File: src/design/pss_pkg.sv
`default_nettype none
// ---------------------------------------------------------------------------
// pss_pkg
// Shared types and constants of the periodic slot scheduler: register
// indexes, field widths, controller state and controller/datapath structs.
// ---------------------------------------------------------------------------
package pss_pkg;

   localparam int TIME_W     = 48;
   localparam int PERIOD_W   = 16;
   localparam int STEP_W     = 26;
   localparam int CSR_IDX_W  = 3;
   localparam int CSR_DATA_W = 16;
   localparam int SRC_IDX_W  = 3;
   localparam int TCOUNT_W   = 3;
   localparam int RCOUNT_W   = 4;
   localparam int MASK_W     = 8;
   localparam int MULT_W     = 10;

   localparam logic [MULT_W-1:0]   MS_TO_US = MULT_W'(1000);
   localparam logic [TIME_W-1:0]   TIME_MAX = {TIME_W{1'b1}};
   localparam logic [PERIOD_W-1:0] PERIOD_RESET = PERIOD_W'(1000);
   localparam logic [MASK_W-1:0]   MASK_RESET = {MASK_W{1'b1}};

   localparam logic [CSR_IDX_W-1:0] CSR_TIMED_COUNT = 3'd0;
   localparam logic [CSR_IDX_W-1:0] CSR_RR_COUNT    = 3'd1;
   localparam logic [CSR_IDX_W-1:0] CSR_RR_MASK     = 3'd2;
   localparam logic [CSR_IDX_W-1:0] CSR_PERIOD0     = 3'd3;

   typedef enum logic [2:0] {
      ST_IDLE,
      ST_SCAN,
      ST_MUL,
      ST_ADD,
      ST_EMIT
   } pss_state_type;

   typedef struct packed {
      logic start;
      logic scan;
      logic mul;
      logic add;
      logic emit;
   } pss_cmd_type;

   typedef struct packed {
      logic scan_last;
      logic have;
      logic out_free;
   } pss_sts_type;

endpackage
`default_nettype wire

File: src/design/pss_ctrl.sv
`default_nettype none
// ---------------------------------------------------------------------------
// pss_ctrl
// Controller of the scheduler: steps one request through scan, period
// multiply, due time update when a timed source wins, and result handoff.
// ---------------------------------------------------------------------------
module pss_ctrl (
   input  wire logic                clock,
   input  wire logic                reset,
   input  wire logic                req_valid,
   output logic                     req_ready,
   input  wire pss_pkg::pss_sts_type sts,
   output pss_pkg::pss_cmd_type     cmd
);
   import pss_pkg::*;

   pss_state_type state_ff;
   pss_state_type state_in;

   always_ff @(posedge clock) begin
      if (reset) begin
         state_ff <= ST_IDLE;
      end else begin
         state_ff <= state_in;
      end
   end

   always_comb begin
      state_in = state_ff;
      case (state_ff)
         ST_IDLE: begin
            if (req_valid) state_in = ST_SCAN;
         end
         ST_SCAN: begin
            if (sts.scan_last) state_in = ST_MUL;
         end
         ST_MUL: begin
            state_in = sts.have ? ST_ADD : ST_EMIT;
         end
         ST_ADD: begin
            state_in = ST_EMIT;
         end
         ST_EMIT: begin
            if (sts.out_free) state_in = ST_IDLE;
         end
         default: begin
            state_in = ST_IDLE;
         end
      endcase
   end

   always_comb begin
      cmd       = '0;
      req_ready = 1'b0;
      case (state_ff)
         ST_IDLE: begin
            req_ready = 1'b1;
            cmd.start = req_valid;
         end
         ST_SCAN: begin
            cmd.scan = 1'b1;
         end
         ST_MUL: begin
            cmd.mul = 1'b1;
         end
         ST_ADD: begin
            cmd.add = 1'b1;
         end
         ST_EMIT: begin
            cmd.emit = sts.out_free;
         end
         default: begin
            cmd = '0;
         end
      endcase
   end

endmodule
`default_nettype wire

File: src/design/pss_dp.sv
`default_nettype none
// ---------------------------------------------------------------------------
// pss_dp
// Datapath of the scheduler: control registers, due times, serial
// earliest-due scan, period step multiply, saturating update, round-robin
// pointer and the result register.
// ---------------------------------------------------------------------------
module pss_dp #(
   parameter int TIMED_SLOTS = 4,
   parameter int RR_SLOTS    = 8
) (
   input  wire logic                             clock,
   input  wire logic                             reset,
   input  wire pss_pkg::pss_cmd_type             cmd,
   output pss_pkg::pss_sts_type                  sts,
   input  wire logic                             csr_we,
   input  wire logic [pss_pkg::CSR_IDX_W-1:0]    csr_index,
   input  wire logic [pss_pkg::CSR_DATA_W-1:0]   csr_wdata,
   input  wire logic [pss_pkg::TIME_W-1:0]       req_now_us,
   output logic                                  rsp_valid,
   input  wire logic                             rsp_ready,
   output logic                                  rsp_found,
   output logic                                  rsp_from_timed,
   output logic [pss_pkg::SRC_IDX_W-1:0]         rsp_source_index,
   output logic                                  rsp_mandatory
);
   import pss_pkg::*;

   localparam int TW = (TIMED_SLOTS > 1) ? $clog2(TIMED_SLOTS) : 1;
   localparam int RW = (RR_SLOTS > 1) ? $clog2(RR_SLOTS) : 1;
   localparam logic [RCOUNT_W-1:0] RR_MAX = RCOUNT_W'(RR_SLOTS);

   logic [TCOUNT_W-1:0] timed_count_ff;
   logic [RCOUNT_W-1:0] rr_count_ff;
   logic [MASK_W-1:0]   rr_mask_ff;
   logic [PERIOD_W-1:0] period_ff [TIMED_SLOTS];

   logic [TIME_W-1:0]   due_ff [TIMED_SLOTS];
   logic [TIME_W-1:0]   now_ff;
   logic [TW-1:0]       idx_ff;
   logic [TW-1:0]       idx_in;
   logic                have_ff;
   logic                have_in;
   logic [TW-1:0]       best_ff;
   logic [TW-1:0]       best_in;
   logic [TIME_W-1:0]   best_due_ff;
   logic [TIME_W-1:0]   best_due_in;
   logic [STEP_W-1:0]   step_ff;
   logic [STEP_W-1:0]   step_in;
   logic [RW-1:0]       ptr_ff;
   logic [RW-1:0]       ptr_in;

   logic                rsp_valid_ff;
   logic                rsp_found_ff;
   logic                rsp_timed_ff;
   logic [SRC_IDX_W-1:0] rsp_idx_ff;
   logic                rsp_mand_ff;

   logic [TIME_W-1:0]   due_cur;
   logic                cand;
   logic [TIME_W:0]     sum;
   logic [TIME_W-1:0]   due_next;
   logic [RCOUNT_W-1:0] nr;
   logic [RW-1:0]       rr_sel;
   logic [RW-1:0]       rr_after;
   logic [RCOUNT_W-1:0] rr_inc;

   // configuration
   always_ff @(posedge clock) begin
      if (reset) begin
         timed_count_ff <= '0;
         rr_count_ff    <= '0;
         rr_mask_ff     <= MASK_RESET;
         for (int i = 0; i < TIMED_SLOTS; i++) period_ff[i] <= PERIOD_RESET;
      end else if (csr_we) begin
         if (csr_index == CSR_TIMED_COUNT) timed_count_ff <= csr_wdata[TCOUNT_W-1:0];
         if (csr_index == CSR_RR_COUNT)    rr_count_ff    <= csr_wdata[RCOUNT_W-1:0];
         if (csr_index == CSR_RR_MASK)     rr_mask_ff     <= csr_wdata[MASK_W-1:0];
         for (int i = 0; i < TIMED_SLOTS; i++) begin
            if (csr_index == CSR_IDX_W'(CSR_PERIOD0 + CSR_IDX_W'(i))) begin
               period_ff[i] <= csr_wdata;
            end
         end
      end
   end

   // scan of one due time per cycle
   assign due_cur = due_ff[idx_ff];
   assign cand    = ({{(RCOUNT_W-TW){1'b0}}, idx_ff} < RCOUNT_W'(timed_count_ff))
                    && (now_ff >= due_cur)
                    && (!have_ff || (due_cur < best_due_ff));

   assign sts.scan_last = (idx_ff == TW'(TIMED_SLOTS - 1));
   assign sts.have      = have_ff;
   assign sts.out_free  = !rsp_valid_ff || rsp_ready;

   always_comb begin
      idx_in      = idx_ff;
      have_in     = have_ff;
      best_in     = best_ff;
      best_due_in = best_due_ff;
      if (cmd.start) begin
         idx_in  = '0;
         have_in = 1'b0;
      end else if (cmd.scan) begin
         idx_in = idx_ff + 1'b1;
         if (cand) begin
            have_in     = 1'b1;
            best_in     = idx_ff;
            best_due_in = due_cur;
         end
      end
   end

   assign step_in  = STEP_W'(period_ff[best_ff]) * STEP_W'(MS_TO_US);
   assign sum      = {1'b0, best_due_ff} + (TIME_W+1)'(step_ff);
   assign due_next = sum[TIME_W] ? TIME_MAX : sum[TIME_W-1:0];

   // round-robin fallback
   assign nr       = (rr_count_ff > RR_MAX) ? RR_MAX : rr_count_ff;
   assign rr_sel   = (RCOUNT_W'(ptr_ff) >= nr) ? '0 : ptr_ff;
   assign rr_inc   = RCOUNT_W'(rr_sel) + 1'b1;
   assign rr_after = (rr_inc >= nr) ? '0 : rr_inc[RW-1:0];
   assign ptr_in   = (cmd.emit && !have_ff && (nr != '0)) ? rr_after : ptr_ff;

   always_ff @(posedge clock) begin
      if (cmd.start) now_ff <= req_now_us;
      if (cmd.mul)   step_ff <= step_in;
      best_ff     <= best_in;
      best_due_ff <= best_due_in;
      idx_ff      <= idx_in;
   end

   always_ff @(posedge clock) begin
      if (reset) begin
         have_ff <= 1'b0;
         ptr_ff  <= '0;
         for (int i = 0; i < TIMED_SLOTS; i++) due_ff[i] <= '0;
      end else begin
         have_ff <= have_in;
         ptr_ff  <= ptr_in;
         if (cmd.add) due_ff[best_ff] <= due_next;
      end
   end

   // result register
   always_ff @(posedge clock) begin
      if (reset) begin
         rsp_valid_ff <= 1'b0;
      end else if (cmd.emit) begin
         rsp_valid_ff <= 1'b1;
      end else if (rsp_ready) begin
         rsp_valid_ff <= 1'b0;
      end
   end

   always_ff @(posedge clock) begin
      if (cmd.emit) begin
         if (have_ff) begin
            rsp_found_ff <= 1'b1;
            rsp_timed_ff <= 1'b1;
            rsp_idx_ff   <= SRC_IDX_W'(best_ff);
            rsp_mand_ff  <= 1'b1;
         end else if (nr != '0) begin
            rsp_found_ff <= 1'b1;
            rsp_timed_ff <= 1'b0;
            rsp_idx_ff   <= SRC_IDX_W'(rr_sel);
            rsp_mand_ff  <= rr_mask_ff[SRC_IDX_W'(rr_sel)];
         end else begin
            rsp_found_ff <= 1'b0;
            rsp_timed_ff <= 1'b0;
            rsp_idx_ff   <= '0;
            rsp_mand_ff  <= 1'b0;
         end
      end
   end

   assign rsp_valid        = rsp_valid_ff;
   assign rsp_found        = rsp_found_ff;
   assign rsp_from_timed   = rsp_timed_ff;
   assign rsp_source_index = rsp_idx_ff;
   assign rsp_mandatory    = rsp_mand_ff;

endmodule
`default_nettype wire

File: src/design/periodic_slot_scheduler.sv
`default_nettype none
// Operation: after accept, one timed due time is compared per cycle, then a multiply
//   step and, when a timed source wins, a saturating add step update the winner;
//   the result is written to the result register once that register is free.
// Requests: a new request is taken only after the previous result is handed off.
// Reset: synchronous; due times and round-robin pointer clear, registers take defaults.
// ---------------------------------------------------------------------------
// periodic_slot_scheduler
// Picks the source for each free packet slot: earliest due timed source whose due
// time has been reached, else the next round-robin source, else none.
// ---------------------------------------------------------------------------
module periodic_slot_scheduler #(
   parameter int TIMED_SLOTS = 4,
   parameter int RR_SLOTS    = 8
) (
   input  wire logic                           clock,
   input  wire logic                           reset,
   input  wire logic                           csr_we,
   input  wire logic [pss_pkg::CSR_IDX_W-1:0]  csr_index,
   input  wire logic [pss_pkg::CSR_DATA_W-1:0] csr_wdata,
   input  wire logic                           req_valid,
   output logic                                req_ready,
   input  wire logic [pss_pkg::TIME_W-1:0]     req_now_us,
   output logic                                rsp_valid,
   input  wire logic                           rsp_ready,
   output logic                                rsp_found,
   output logic                                rsp_from_timed,
   output logic [pss_pkg::SRC_IDX_W-1:0]       rsp_source_index,
   output logic                                rsp_mandatory
);
   import pss_pkg::*;

   pss_cmd_type cmd;
   pss_sts_type sts;

   pss_ctrl u_ctrl (
      .clock     (clock),
      .reset     (reset),
      .req_valid (req_valid),
      .req_ready (req_ready),
      .sts       (sts),
      .cmd       (cmd)
   );

   pss_dp #(
      .TIMED_SLOTS (TIMED_SLOTS),
      .RR_SLOTS    (RR_SLOTS)
   ) u_dp (
      .clock            (clock),
      .reset            (reset),
      .cmd              (cmd),
      .sts              (sts),
      .csr_we           (csr_we),
      .csr_index        (csr_index),
      .csr_wdata        (csr_wdata),
      .req_now_us       (req_now_us),
      .rsp_valid        (rsp_valid),
      .rsp_ready        (rsp_ready),
      .rsp_found        (rsp_found),
      .rsp_from_timed   (rsp_from_timed),
      .rsp_source_index (rsp_source_index),
      .rsp_mandatory    (rsp_mandatory)
   );

endmodule
`default_nettype wire

File: config.mk
export PLATFORM = sky130hd
export DESIGN_NAME = periodic_slot_scheduler
export DESIGN_NICKNAME = d
export VERILOG_FILES = /design/src/design/pss_pkg.sv /design/src/design/pss_ctrl.sv /design/src/design/pss_dp.sv /design/src/design/periodic_slot_scheduler.sv
export SDC_FILE = /design/constraint.sdc
export NUM_CORES = 1
export LEC_CHECK = 0
export BUFFER_PORTS_ARGS = -buffer_cell sky130_fd_sc_hd__buf_2
export CAP_MARGIN = 20
export CORE_MARGIN = 2
export CORE_UTILIZATION = 59
export CTS_BUF_LIST = sky130_fd_sc_hd__clkbuf_2
export CTS_CLUSTER_SIZE = 10
export DETAILED_ROUTE_END_ITERATION = 7
export PLACE_DENSITY = 0.79
export SKIP_CTS_REPAIR_TIMING = 1
export SLEW_MARGIN = 20
export SYNTH_ARGS = -nofsm -noshare
export SYNTH_HDL_FRONTEND = slang
export SYNTH_SLANG_ARGS = --single-unit
File: constraint.sdc
create_clock -name clock -period 6.6 [get_ports clock]
set_input_delay 1.32 -clock clock [delete_from_list [all_inputs] [get_ports clock]]
set_output_delay 1.32 -clock clock [all_outputs]
set_load 0.005 [all_outputs]
==> results_dict.tcl <==
set metrics [dict create \
    worst_path_most_repeated_cell "fa_1" \
    timing.final.crit_share_pct 92.2 \
    drv_cap 0 \
    fp.dieArea_sq_um 39900 \
    cp.required_ns 7.44 \
    final-setup-viol-count 0 \
    clock_power_share_pct 19.7 \
    synth_fp_nets 2122 \
    wl_per_cell_um 20.0 \
    die_h_um 200 \
    ys_warn_count 0 \
    dpl.hpwl_um 35400 \
    synth_edf_count 383 \
    finalMaxSlewViolations 0 \
    initial_utilization_pct 59.9 \
    setup_tns_ns 0 \
    holdPathStages 1 \
    synth_area_leader_cell "edfxtp_1" \
    min_path_type "input port to flip-flop" \
    cts-root-buf "clkbuf_2" \
    p_seq_share_pct 35.8 \
    pre_cts_ws_ns 0.567 \
    clock_latency_ns 1.13 \
    fin_util_pct 65.5 \
    design_area_sq_um 24700 \
    combPwrFrac_pct 44.5 \
    place_area_sq_um 23700 \
    synthCells 1814 \
    clk_path_buf_depth 3 \
    antenna_found_initial 2 \
    rsz0062_at_grt "false" \
    clock.fmax_mhz 164 \
    switching_power_w 0.00351 \
    tightest_slew_ns 1.05 \
    synth_area_leaders "edfxtp_1 51%, ha_1 10%, mux4_2 6.3%, fa_1 4.9%, nor2_1 4.2%" \
    holdPathEnd "u_dp.now_ff[36]$_DFFE_PP_" \
    power_w 0.00928 \
    drt-total-wl_um 51400 \
    fin_ws_ns 0.518 \
    final-seq-area_sq_um 12100 \
    area_growth_pct 9.35 \
    crit_chain "buf_4, mux2_2, o21ai_0, fa_1, fa_1, fa_1, fa_1, inv_1, ha_1, o21ai_0, nor2_1, nor4_1, o31ai_1, or4b_1, a311o_1, a21oi_1, xnor2_1" \
    htree_levels 3 \
    vias_per_cell 5.86 \
    ir_drop_uv 418 \
    r2r_setup_slack_ns 0.52 \
    synthFlopType "edfxtp_1" \
    clkSinkCount 412 \
    fill_cells 2861 \
    grt_util_all_layers_pct 27.0 \
    grt-ovfl-total 0 \
    port_buffers 79 \
    syn_avg_cell_area_sq_um 12.5 \
    cp_slowest_stage_delay_ns 0.59 \
    netlist_area_sq_um 22600 \
    clkSlewWorstSetupHoldPaths_ns 0.10 \
    num_rows 71 \
    multi_input_area_sq_um 9690 \
    io_pins 80 \
    cts_made_buffers 104 \
    cts_tree "built" \
    slowest_stage "fa_1" \
    drc_errors 0 \
    power.density_nw_per_um2 375 \
    async_flop_share_pct 0 \
    status "completed" \
    grt_max_degree 49 \
    timing.final.crit_period_ns 6.08 \
    hold_path.startpoint "req_now_us[36]" \
    ant_nets 0 \
    first_global_vias 15698 \
    grt_pass1_wl_um 81500 \
    routed-via-count 15072 \
    gp_congestion 0.896 \
    p_int_w 0.00578 \
    seq_area_frac_synth_pct 53.4 \
    worst_setup_path_start_kind "flip-flop" \
    fin_skew_ns 0.110 \
    swShare_pct 37.8 \
    r2r-end "u_dp.step_ff[24]$_DFFE_PN_" \
    end_kind "flip-flop" \
    fin_nets 2275 \
    synth-seq-cells 412 \
    hold_viol 0 \
    die_w_um 200 \
    slew_headroom_pct 29.9 \
    yosysTopAreaCellShare_pct 50.8 \
    synth.distinct_cells 66 \
    drtIter0Drc 1321 \
    p_leak_nw 10.2 \
    layout-drive-gt1-share_pct 17.8 \
    core_area_sq_um 37800 \
    r2r_cells 17 \
    arrival_ns 6.93 \
    path_class "flip-flop to flip-flop" \
    critical_path.max_fanout 13 \
    drtPass1Iterations 6 \
]
metrics by stage:
stage	hold slack [ns]	instances
6_report	0.374	2570
5_1_grt	0.267	2570
4_1_cts	0.258	2568
3_5_place_dp	0.462	2372
3_3_place_gp	0.446	2372
2_1_floorplan	0.433	1814
worst max path at each step:
stage	end	slack, ns
after floorplan	u_dp.step_ff[24]$_DFFE_PN_	0.46
after global placement	u_dp.step_ff[24]$_DFFE_PN_	0.78
after detailed placement	u_dp.step_ff[24]$_DFFE_PN_	0.57
after CTS	u_dp.step_ff[24]$_DFFE_PN_	0.53
after global routing	u_dp.step_ff[22]$_DFFE_PN_	0.08
final	u_dp.step_ff[24]$_DFFE_PN_	0.52
cells in the mapped netlist, drive strengths merged, types with 9 or more instances:
cell type / number
o21a: 9
nand2b: 39
nand4: 22
a211oi: 19
nand2: 71
nor2: 256
ha: 181
inv: 191
dfxtp: 29
nand3: 29
and2: 46
xor2: 9
xnor2: 32
mux2i: 26
o21bai: 9
clkbuf: 42
edfxtp: 383
buf: 10
fa: 55
mux4: 63
o21ai: 49
and3: 12
nor3: 27
a21oi: 79
a21o: 22
layer usage:
metal	GRT usage (%)	vias to the layer above	wire length, um	part of all wire (%)
met5	0	-	0	0
met4	10.7	0	1440	2.8
met3	5.36	103	3780	7.4
met2	44.6	602	25000	49
met1	35.5	7415	21100	41
li1	-	6952	-	-
cells by family (layout without fill, tap and decap cells):
kind of cell	count (synthesis)	in the layout	share of synthesized area (%)
flops	412	412	53.4
compound gates	245	245	7.05
mux	93	93	7.62
buf+inv	243	486	4.06
other cells	0	2	0
simple gates	544	544	11.4
fa+ha+maj	236	236	14.9
xor+xnor	41	41	1.59
state kept, by name (all words and copies together) (netlist names), named ones only:
register and cells:
u_dp.due_ff 192, u_dp.period_ff 64, u_dp.best_due_ff 48, u_dp.now_ff 48, u_dp.step_ff 23, u_dp.rr_mask_ff 8, u_dp.rr_count_ff 4, u_ctrl.state_ff 3
u_dp.ptr_ff 3, u_dp.rsp_source_index 3, u_dp.timed_count_ff 3, u_dp.best_ff 2, u_dp.idx_ff 2, u_dp.have_ff 1, u_dp.rsp_found 1, u_dp.rsp_from_timed 1
u_dp.rsp_mandatory 1, u_dp.rsp_valid 1
cell type report:
type | count | share of cell area, %
Multi-Input combinational cell | 1159 | 39.2
Timing Repair Buffer | 99 | 2.31
Antenna cell | 2 | 0.0202
Tap cell | 511 | 2.58
Sequential cell | 412 | 48.9
Clock inverter | 48 | 1.16
Inverter | 191 | 2.90
Clock buffer | 148 | 2.99
critical path, delay by kind of cell, from the launching register on:
kind | cells | cell delay [ns]
adder cells (fa/ha/maj) | 5 | 2.42
AO/OA/AOI/OAI | 5 | 1.11
AND/OR/NAND/NOR | 3 | 0.98
flip-flops | 1 | 0.49
multiplexers | 1 | 0.38
buffers and inverters | 2 | 0.36
XOR/XNOR | 1 | 0.08
cells in the final DEF (no fill, tap or decap), types with 26 or more instances in the layout:
cell      synthesis  layout
and2_1           46      45
nand2b_1         39      39
edfxtp_1        383     383
nand3_1          29      28
ha_1            181     181
clkinv_1          0      31
o21ai_0          48      45
mux2i_1          26      26
xnor2_1          32      32
inv_1           191     190
buf_2             4      79
fa_1             55      55
clkbuf_2          1     148
nor2_1          255     255
a21oi_1          79      79
mux4_2           63      63
nand2_1          71      68
dfxtp_1          29      27
power groups by stage:
stage	registers [W]	clock network [W]	logic, W
CTS	0.00332	0.00187	0.00413
detailed placement	0.00338	0	0.00409
floorplan	0.00330	0	0.00322
global placement	0.00338	0	0.00391
global route	0.00334	0.00200	0.00472
finish	0.00332	0.00183	0.00413
Note: power is estimated with default switching activity, not from simulation.
